==> src/rtl/mrpt_pkg.sv <==
// shared types and constants for the miller-rabin prime tester
package mrpt_pkg;

   localparam int NumBases = 7;
   localparam logic [63:0] SmallSetLimit = 64'd4759123141;

   typedef logic [4:0] base_type;

   function automatic base_type base_value(input logic [2:0] idx);
      base_type b;
      begin
         case (idx)
            3'd0: b = 5'd2;
            3'd1: b = 5'd3;
            3'd2: b = 5'd5;
            3'd3: b = 5'd7;
            3'd4: b = 5'd11;
            3'd5: b = 5'd13;
            3'd6: b = 5'd17;
            default: b = 5'd2;
         endcase
         return b;
      end
   endfunction

   // controller to datapath commands
   typedef struct packed {
      logic load;       // capture candidate
      logic strip;      // one shift of d toward odd
      logic init_base;  // acc = 1, b = base, e = d
      logic mul_start;  // start a modular multiply
      logic mul_sq;     // 1: square, else acc*b
      logic pow_shift;  // after b-square: e >>= 1
      logic take_acc;   // x = acc, j = 1
      logic x_sq_done;  // j++ after square of x
      logic [2:0] base_idx;
   } cmd_type;

   // datapath to controller status
   typedef struct packed {
      logic small_done;   // decided without test
      logic small_result;
      logic small_set;    // n below limit
      logic d_odd;
      logic e_zero;
      logic e_lsb;
      logic mul_busy;
      logic base_skip;    // base >= n
      logic x_one_or_m1;
      logic x_m1;
      logic j_last;       // j >= r
   } status_type;

endpackage

==> src/rtl/mrpt_datapath.sv <==
// datapath: candidate registers, exponent state and shift-add modular multiplier
module mrpt_datapath #(
   parameter int NUM_WIDTH = 64
) (
   input  logic                  clock,
   input  logic                  reset,
   input  logic [63:0]           cand,
   input  mrpt_pkg::cmd_type     cmd,
   output mrpt_pkg::status_type  stat
);
   localparam int CW = $clog2(NUM_WIDTH + 1);

   logic [NUM_WIDTH-1:0] n_ff, d_ff, e_ff, acc_ff, b_ff, x_ff, ma_ff, mb_ff, mr_ff;
   logic [NUM_WIDTH-1:0] mb_in;
   logic [CW-1:0] r_ff, j_ff, cnt_ff;
   logic busy_ff, dst_ff;   // dst 0: acc, 1: b or x
   logic xsel_ff;
   logic [NUM_WIDTH:0] dbl, dsum;
   logic [NUM_WIDTH-1:0] dred, sred;
   logic [NUM_WIDTH-1:0] base_ext;

   assign base_ext = NUM_WIDTH'(mrpt_pkg::base_value(cmd.base_idx));

   // one shift-add step: mr = 2*mr mod n, then add ma mod n if the top bit of mb is set
   always_comb begin
      dbl  = {mr_ff, 1'b0};
      dred = (dbl >= {1'b0, n_ff}) ? NUM_WIDTH'(dbl - {1'b0, n_ff}) : dbl[NUM_WIDTH-1:0];
      dsum = {1'b0, dred} + {1'b0, ma_ff};
      sred = (dsum >= {1'b0, n_ff}) ? NUM_WIDTH'(dsum - {1'b0, n_ff}) : dsum[NUM_WIDTH-1:0];
   end

   always_ff @(posedge clock) begin
      if (reset) begin
         busy_ff <= 1'b0;
      end else if (cmd.mul_start) begin
         busy_ff <= 1'b1;
      end else if (busy_ff && cnt_ff == CW'(1)) begin
         busy_ff <= 1'b0;
      end
   end

   always_ff @(posedge clock) begin
      if (cmd.load) begin
         n_ff <= cand[NUM_WIDTH-1:0];
         d_ff <= cand[NUM_WIDTH-1:0] - NUM_WIDTH'(1);
         r_ff <= '0;
      end
      if (cmd.strip) begin
         d_ff <= d_ff >> 1;
         r_ff <= r_ff + CW'(1);
      end
      if (cmd.init_base) begin
         acc_ff <= NUM_WIDTH'(1);
         b_ff   <= base_ext;
         e_ff   <= d_ff;
         xsel_ff <= 1'b0;
      end
      if (cmd.pow_shift) e_ff <= e_ff >> 1;
      if (cmd.take_acc) begin
         x_ff <= acc_ff;
         j_ff <= CW'(1);
         xsel_ff <= 1'b1;
      end
      if (cmd.x_sq_done) j_ff <= j_ff + CW'(1);
      if (cmd.mul_start) begin
         ma_ff  <= cmd.mul_sq ? (xsel_ff ? x_ff : b_ff) : acc_ff;
         mb_ff  <= mb_in;
         mr_ff  <= '0;
         cnt_ff <= CW'(NUM_WIDTH);
         dst_ff <= cmd.mul_sq;
      end else if (busy_ff) begin
         mr_ff  <= mb_ff[NUM_WIDTH-1] ? sred : dred;
         mb_ff  <= mb_ff << 1;
         cnt_ff <= cnt_ff - CW'(1);
         if (cnt_ff == CW'(1)) begin
            if (!dst_ff) acc_ff <= mb_ff[NUM_WIDTH-1] ? sred : dred;
            else if (xsel_ff) x_ff <= mb_ff[NUM_WIDTH-1] ? sred : dred;
            else b_ff <= mb_ff[NUM_WIDTH-1] ? sred : dred;
         end
      end
   end

   assign mb_in = xsel_ff ? x_ff : b_ff;

   // small-value decisions; odd multiples of three fail the base-3 round
   always_comb begin
      stat = '0;
      if (n_ff < NUM_WIDTH'(4)) begin
         stat.small_done = 1'b1;
         stat.small_result = (n_ff >= NUM_WIDTH'(2));
      end else if (!n_ff[0]) begin
         stat.small_done = 1'b1;
      end else if (n_ff < NUM_WIDTH'(9)) begin
         stat.small_done = 1'b1;
         stat.small_result = 1'b1;
      end
      stat.small_set   = (65'(n_ff) < 65'(mrpt_pkg::SmallSetLimit));
      stat.d_odd       = d_ff[0];
      stat.e_zero      = (e_ff == '0);
      stat.e_lsb       = e_ff[0];
      stat.mul_busy    = busy_ff;
      stat.base_skip   = (base_ext >= n_ff);
      stat.x_m1        = (x_ff == n_ff - NUM_WIDTH'(1));
      stat.x_one_or_m1 = stat.x_m1 || (x_ff == NUM_WIDTH'(1));
      stat.j_last      = (j_ff >= r_ff);
   end

   ap_busy_count: assert property (@(posedge clock) disable iff (reset)
      busy_ff |-> (cnt_ff != '0)) else $error("multiplier busy with zero count");
   ap_mr_below_n: assert property (@(posedge clock) disable iff (reset)
      (busy_ff && $past(busy_ff)) |-> (mr_ff < n_ff)) else $error("partial result not reduced");
   ap_start_idle: assert property (@(posedge clock) disable iff (reset)
      cmd.mul_start |-> !busy_ff) else $error("multiply started while busy");
endmodule

==> src/rtl/mrpt_ctrl.sv <==
// controller: sequencing of bases, exponentiation and squarings
module mrpt_ctrl (
   input  logic                 clock,
   input  logic                 reset,
   input  logic                 req_valid,
   output logic                 req_stall,
   output logic                 rsp_valid,
   input  logic                 rsp_stall,
   output logic                 rsp_prime,
   output mrpt_pkg::cmd_type    cmd,
   input  mrpt_pkg::status_type stat
);
   typedef enum logic [9:0] {
      S_IDLE  = 10'b0000000001,
      S_CHECK = 10'b0000000010,
      S_STRIP = 10'b0000000100,
      S_BASE  = 10'b0000001000,
      S_POW   = 10'b0000010000,
      S_MULA  = 10'b0000100000,
      S_MULB  = 10'b0001000000,
      S_XTEST = 10'b0010000000,
      S_XSQ   = 10'b0100000000,
      S_DONE  = 10'b1000000000
   } state_type;

   state_type state_ff, state_in;
   logic [2:0] idx_ff, idx_in;
   logic res_ff, res_in;
   logic waiting_ff, waiting_in;   // a multiply is in flight

   assign req_stall = (state_ff != S_IDLE);
   assign rsp_valid = (state_ff == S_DONE);
   assign rsp_prime = res_ff;

   always_comb begin
      state_in = state_ff;
      idx_in = idx_ff;
      res_in = res_ff;
      waiting_in = waiting_ff;
      cmd = '0;
      cmd.base_idx = idx_ff;
      case (state_ff)
         S_IDLE: begin
            if (req_valid) begin
               cmd.load = 1'b1;
               state_in = S_CHECK;
            end
         end
         S_CHECK: begin
            if (stat.small_done) begin
               res_in = stat.small_result;
               state_in = S_DONE;
            end else begin
               idx_in = '0;
               state_in = S_STRIP;
            end
         end
         S_STRIP: begin
            if (stat.d_odd) state_in = S_BASE;
            else cmd.strip = 1'b1;
         end
         S_BASE: begin
            if ((stat.small_set && idx_ff == 3'd3) || idx_ff == 3'(mrpt_pkg::NumBases)) begin
               res_in = 1'b1;
               state_in = S_DONE;
            end else if (stat.base_skip) begin
               idx_in = idx_ff + 3'd1;
            end else begin
               cmd.init_base = 1'b1;
               state_in = S_POW;
            end
         end
         S_POW: begin
            if (stat.e_zero) begin
               cmd.take_acc = 1'b1;
               state_in = S_XTEST;
            end else if (stat.e_lsb) begin
               cmd.mul_start = 1'b1;
               state_in = S_MULA;
            end else begin
               cmd.mul_start = 1'b1;
               cmd.mul_sq = 1'b1;
               state_in = S_MULB;
            end
         end
         S_MULA: begin
            if (!stat.mul_busy) begin
               cmd.mul_start = 1'b1;
               cmd.mul_sq = 1'b1;
               state_in = S_MULB;
            end
         end
         S_MULB: begin
            if (!stat.mul_busy) begin
               cmd.pow_shift = 1'b1;
               state_in = S_POW;
            end
         end
         S_XTEST: begin
            waiting_in = 1'b0;
            if (stat.x_one_or_m1) begin
               idx_in = idx_ff + 3'd1;
               state_in = S_BASE;
            end else begin
               state_in = S_XSQ;
            end
         end
         S_XSQ: begin
            if (!waiting_ff) begin
               if (stat.j_last) begin
                  res_in = 1'b0;
                  state_in = S_DONE;
               end else begin
                  cmd.mul_start = 1'b1;
                  cmd.mul_sq = 1'b1;
                  waiting_in = 1'b1;
               end
            end else if (!stat.mul_busy) begin
               // after a squaring only n-1 passes the base
               waiting_in = 1'b0;
               if (stat.x_m1) begin
                  idx_in = idx_ff + 3'd1;
                  state_in = S_BASE;
               end else begin
                  cmd.x_sq_done = 1'b1;
               end
            end
         end
         S_DONE: begin
            if (!rsp_stall) state_in = S_IDLE;
         end
         default: state_in = S_IDLE;
      endcase
   end

   always_ff @(posedge clock) begin
      if (reset) begin
         state_ff <= S_IDLE;
         idx_ff <= '0;
         res_ff <= 1'b0;
         waiting_ff <= 1'b0;
      end else begin
         state_ff <= state_in;
         idx_ff <= idx_in;
         res_ff <= res_in;
         waiting_ff <= waiting_in;
      end
   end

   ap_rsp_hold: assert property (@(posedge clock) disable iff (reset)
      (rsp_valid && rsp_stall) |=> (rsp_valid && $stable(rsp_prime)))
      else $error("result dropped while stalled");
   ap_no_accept_busy: assert property (@(posedge clock) disable iff (reset)
      (state_ff != S_IDLE) |-> req_stall) else $error("accepting while busy");
   ap_idx_range: assert property (@(posedge clock) disable iff (reset)
      idx_ff <= 3'(mrpt_pkg::NumBases)) else $error("base index out of range");
endmodule

==> src/rtl/miller_rabin_prime_test_64.sv <==
// top level of the miller-rabin prime tester
//
//   channel | valid     | stall     | payload
//   req     | req_valid | req_stall | req_candidate[63:0]
//   rsp     | rsp_valid | rsp_stall | rsp_prime
//
// one item at a time; values below 9 and even values are decided in the check state without
// any multiply; modular multiplies run one at a time on the single shift-add multiplier, and
// each exponent bit costs up to two multiplies (a multiply of acc by the base, then a square
// of the base), for each of up to seven bases
// reset is synchronous, active high, and returns the controller to idle
// req_stall stays high from acceptance until the result item is taken
module miller_rabin_prime_test_64 #(
   parameter int NUM_WIDTH = 64
) (
   input  logic        clock,
   input  logic        reset,
   input  logic        req_valid,
   output logic        req_stall,
   input  logic [63:0] req_candidate,
   output logic        rsp_valid,
   input  logic        rsp_stall,
   output logic        rsp_prime
);
   // command and status between controller and datapath
   mrpt_pkg::cmd_type    cmd;
   mrpt_pkg::status_type stat;

   mrpt_datapath #(.NUM_WIDTH(NUM_WIDTH)) u_dp (
      .clock(clock), .reset(reset), .cand(req_candidate), .cmd(cmd), .stat(stat)
   );

   mrpt_ctrl u_ctrl (
      .clock(clock), .reset(reset),
      .req_valid(req_valid), .req_stall(req_stall),
      .rsp_valid(rsp_valid), .rsp_stall(rsp_stall), .rsp_prime(rsp_prime),
      .cmd(cmd), .stat(stat)
   );
endmodule
==> config.mk <==
export PLATFORM = sky130hd
export DESIGN_NAME = miller_rabin_prime_test_64
export DESIGN_NICKNAME = d
export VERILOG_FILES = /design/src/rtl/mrpt_pkg.sv /design/src/rtl/mrpt_datapath.sv /design/src/rtl/mrpt_ctrl.sv /design/src/rtl/miller_rabin_prime_test_64.sv
export SDC_FILE = /design/constraint.sdc
export NUM_CORES = 2
export LEC_CHECK = 0
export BUFFER_PORTS_ARGS = -buffer_cell sky130_fd_sc_hd__buf_4
export CAP_MARGIN = 20
export CORE_ASPECT_RATIO = 0.5
export CORE_MARGIN = 4
export CORE_UTILIZATION = 55
export CTS_CLUSTER_SIZE = 20
export DETAILED_ROUTE_END_ITERATION = 12
export PLACE_DENSITY = 0.82
export SETUP_SLACK_MARGIN = 0.3
export SLEW_MARGIN = 25
export SYNTH_ARGS = -nofsm -noshare
export SYNTH_HDL_FRONTEND = slang
export SYNTH_SLANG_ARGS = --single-unit
==> constraint.sdc <==
create_clock -name clock -period 10.23 [get_ports clock]
set_input_delay 1.023 -clock clock [delete_from_list [all_inputs] [get_ports clock]]
set_output_delay 1.023 -clock clock [all_outputs]
set_load 0.05 [all_outputs]
==> reports/metrics.csv <==
metric,value,unit
status,"finished, final reports clean",
CP Capture Type,flip-flop,
Top Family by Delay on Critical Path,simple AND/OR/NAND/NOR gates,
syn nets,5127,
GRT Residual Overflow,0,
CP max FO,15,
top_reg_cell synth,edfxtp_1,
Die Area,81100,sq um
CTS tree,built,
most frequent CP cell,buf_4,
clk sinks,615,
initial core utilization,55.7,%
count of hold-fix buffers inserted at cts,0,
synthesized area per cell,8.68,sq um
clk slew on worst S/H paths,0.07,ns
Clock Latency Late Sink,0.69,ns
Place WS,-0.477,ns
worst slew pin tran,1.27,ns
sequential share of the synthesized area,37.2,%
Post-synth EDFFs,333,
Sum Neg Setup Slack,0,ns
via count,42163,
PnR worst setup slack,0.422,ns
GP Congestion,1.09,
Netlist Area Pre-Place,42000,sq um
maximum root-to-sink buffer count,3,
number of global-route vias before repair,39227,
RR Endpoint,u_dp.acc_ff[54]$_DFF_P_,
final hold violation count,0,
Total Nets Final,5513,
Root Buffer,clkbuf_16,
fin crit period,9.81,ns
PortBufs,70,
fillers,6151,
hold depth,2,
first-pass GRT wire length,260,mm
Final Cell Area,49400,sq um
Inserted Clock Buffers,55,
"Buf+Inv Stages, Crit Path",8,
Antenna Violating Nets Remaining,0,
routed wire length per instance,28.8,microns
CP startpoint kind,flip-flop,
footprint of the multi-input gates,25100,sq um
Post-route DRC,0,
Synth cell types,89,
worst path arrival time,10.32,ns
Ports,71,
R2R Setup Slk,0.42,ns
Syn Inst Count,4839,
Routed WL,181,mm
drt pass-1 iters,6,
die span in y,203,microns
core area,75400,sq um
Max Cap Viol,0,
worst endpoint required time,10.74,ns
"FFs w/ async S/R, synth",0,%
"most common cell after layout, fill and taps aside",buf_4,
Clock Skew,0.0629,ns
Worst Hold End,u_dp.b_ff[16]$_DFF_P_,
R2R Path Start,u_dp.n_ff[47]$_DFFE_PP_,
# H-tree levels,2,
Ys Warns,0,
"flops & latches, synth",615,
RSZ-0062 raised after global routing,true,
initial antenna violation count,16,
CP max stage delay,0.54,ns
Initial DRC Count,5674,
P&R area growth vs syn,17.5,%
most frequent cells in the layout,"buf_4 (594), a21oi_1 (440), o21ai_0 (417), nor2_1 (413), nand2_1 (403)",
HP Class,flip-flop to flip-flop,
DP HPWL,141,mm
Pins Over Slew Limit,0,
Post-DP Area,46700,sq um
Fin Hold WS,0.478,ns
crit share post-route,95.9,%
critical hold path startpoint,u_dp.b_ff[16]$_DFF_P_,
Rows,71,
Relative slew margins,14.8,%
pin count of the biggest net entering global routing,114,
CP max-delay cell,or4_1,
GRT Total Usage,43.2,%
Via-to-Cell Ratio,6.69,
# setup viols final,0,
Worst R2R Path Depth,38,
register area,15700,sq um
critical setup path kind,flip-flop to flip-flop,
ratio of cells with drive above 1 in the final layout,18.6,%
die span in x,399,microns
FMAX,102,MHz
[per-layer routing]
| metal | part of all wire (%) | track usage, % |
|---|---|---|
| met4 | 2.8 | 10.2 |
| met5 | 0.068 | 0 |
| met2 | 37 | 56.1 |
| met3 | 18 | 22.2 |
| met1 | 42 | 62.5 |
[worst reg2reg max path, delay by kind of cell, from the launching register on]
family	cells	cell delay, ns
simple gates	12	2.77
compound gates	11	2.40
buf+inv	8	1.61
fa+ha+maj	3	1.22
mux	3	1.01
flops	1	0.48
xor+xnor	1	0.15
[flip-flops by register name (all words and copies together), names as in the netlist]
signal / count
u_ctrl.idx_ff: 3
u_dp.x_ff: 64
u_dp.busy_ff: 1
u_dp.j_ff: 7
u_dp.ma_ff: 64
u_dp.acc_ff: 64
u_ctrl.rsp_prime: 1
u_dp.xsel_ff: 1
u_dp.cnt_ff: 7
u_dp.n_ff: 64
u_dp.e_ff: 64
u_ctrl.state_ff: 10
u_dp.d_ff: 64
u_ctrl.waiting_ff: 1
u_dp.mb_ff: 64
u_dp.dst_ff: 1
u_dp.r_ff: 7
u_dp.mr_ff: 64
u_dp.b_ff: 64
[cell families (layout without fill, tap and decap cells)]
kind of cell	count (synthesis)	in the layout	share of synthesized area, %
simple gates	1533	1533	17.6
buf+inv	466	899	4.22
compound gates	1340	1340	19.0
xor+xnor	340	340	7.09
flops	615	615	37.2
other cells	0	6	0
mux	325	325	8.20
fa+ha+maj	220	220	6.61
[worst max-delay path by stage]
stage                             from                          end  slack, ns  depth (start not counted)
2_1_floorplan  u_dp.n_ff[22]$_DFFE_PP_  u_dp.mr_ff[13]$_SDFFE_PP0P_       1.46                         42
3_3_place_gp   u_dp.n_ff[22]$_DFFE_PP_      u_dp.acc_ff[43]$_DFF_P_      -0.58                         38
3_5_place_dp   u_dp.n_ff[22]$_DFFE_PP_      u_dp.acc_ff[43]$_DFF_P_      -0.48                         38
4_1_cts        u_dp.n_ff[34]$_DFFE_PP_      u_dp.acc_ff[43]$_DFF_P_       0.29                         39
5_1_grt        u_dp.n_ff[16]$_DFFE_PP_      u_dp.acc_ff[54]$_DFF_P_       0.30                         37
6_report       u_dp.n_ff[47]$_DFFE_PP_      u_dp.acc_ff[54]$_DFF_P_       0.42                         38
[area by class of cell]
type	instances	share of cell area [%]
antenna	6	0.0304
multi-input combinational	3758	50.9
sequential	615	31.7
timing repair buffer	604	9.41
clock buffer	67	2.96
tap	1022	2.59
inverter	191	1.47
clock inverter	37	0.927
[through the flow]
stage / instances / util [%]
finish: 6300 / 65.5
global route: 6294 / 65.5
CTS: 6256 / 64.6
detailed placement: 6147 / 61.9
global placement: 6147 / 61.9
floorplan: 4839 / -
[what timing repair did]
item | CTS | global route
cloned | 0 | 0
buffers inserted | 5 | 38
endpoints found under the setup margin | 256 | 256
pin swaps | 0 | 11
gates resized for setup | 21 | 73
[Yosys cell counts (21+ instances only)]
| master | instances | area share (%) |
|---|---|---|
| ha_1 | 217 | 6.5 |
| a211oi_1 | 30 | 0.54 |
| or3_1 | 34 | 0.51 |
| edfxtp_1 | 333 | 24 |
| and3_1 | 26 | 0.39 |
| o21ai_0 | 426 | 5.1 |
| a31oi_1 | 40 | 0.60 |
| nor2_1 | 419 | 3.7 |
| xor2_1 | 113 | 2.4 |
| nand4_1 | 98 | 1.5 |
| nand3_1 | 197 | 2.3 |
| o31ai_1 | 22 | 0.39 |
| nand2b_1 | 58 | 0.86 |
| nand2_1 | 409 | 3.7 |
| a21o_1 | 95 | 1.7 |
| a21oi_1 | 443 | 5.3 |
| mux2_2 | 153 | 4.1 |
| inv_1 | 191 | 1.7 |
| nor3_1 | 82 | 0.98 |
| o211ai_1 | 32 | 0.57 |
| nor4_1 | 76 | 1.1 |
| o21a_1 | 24 | 0.43 |
| buf_1 | 23 | 0.21 |
| nor2b_1 | 29 | 0.43 |
| xnor2_1 | 227 | 4.7 |
| and2_1 | 21 | 0.31 |
| mux2i_1 | 172 | 4.1 |
| dfxtp_1 | 282 | 13 |
| clkbuf_1 | 236 | 2.1 |
| o21bai_1 | 51 | 0.91 |
| o22ai_1 | 31 | 0.46 |
Power is not shown: default switching activity piles up to over one toggle a cycle in this logic, so the estimate is an artifact.
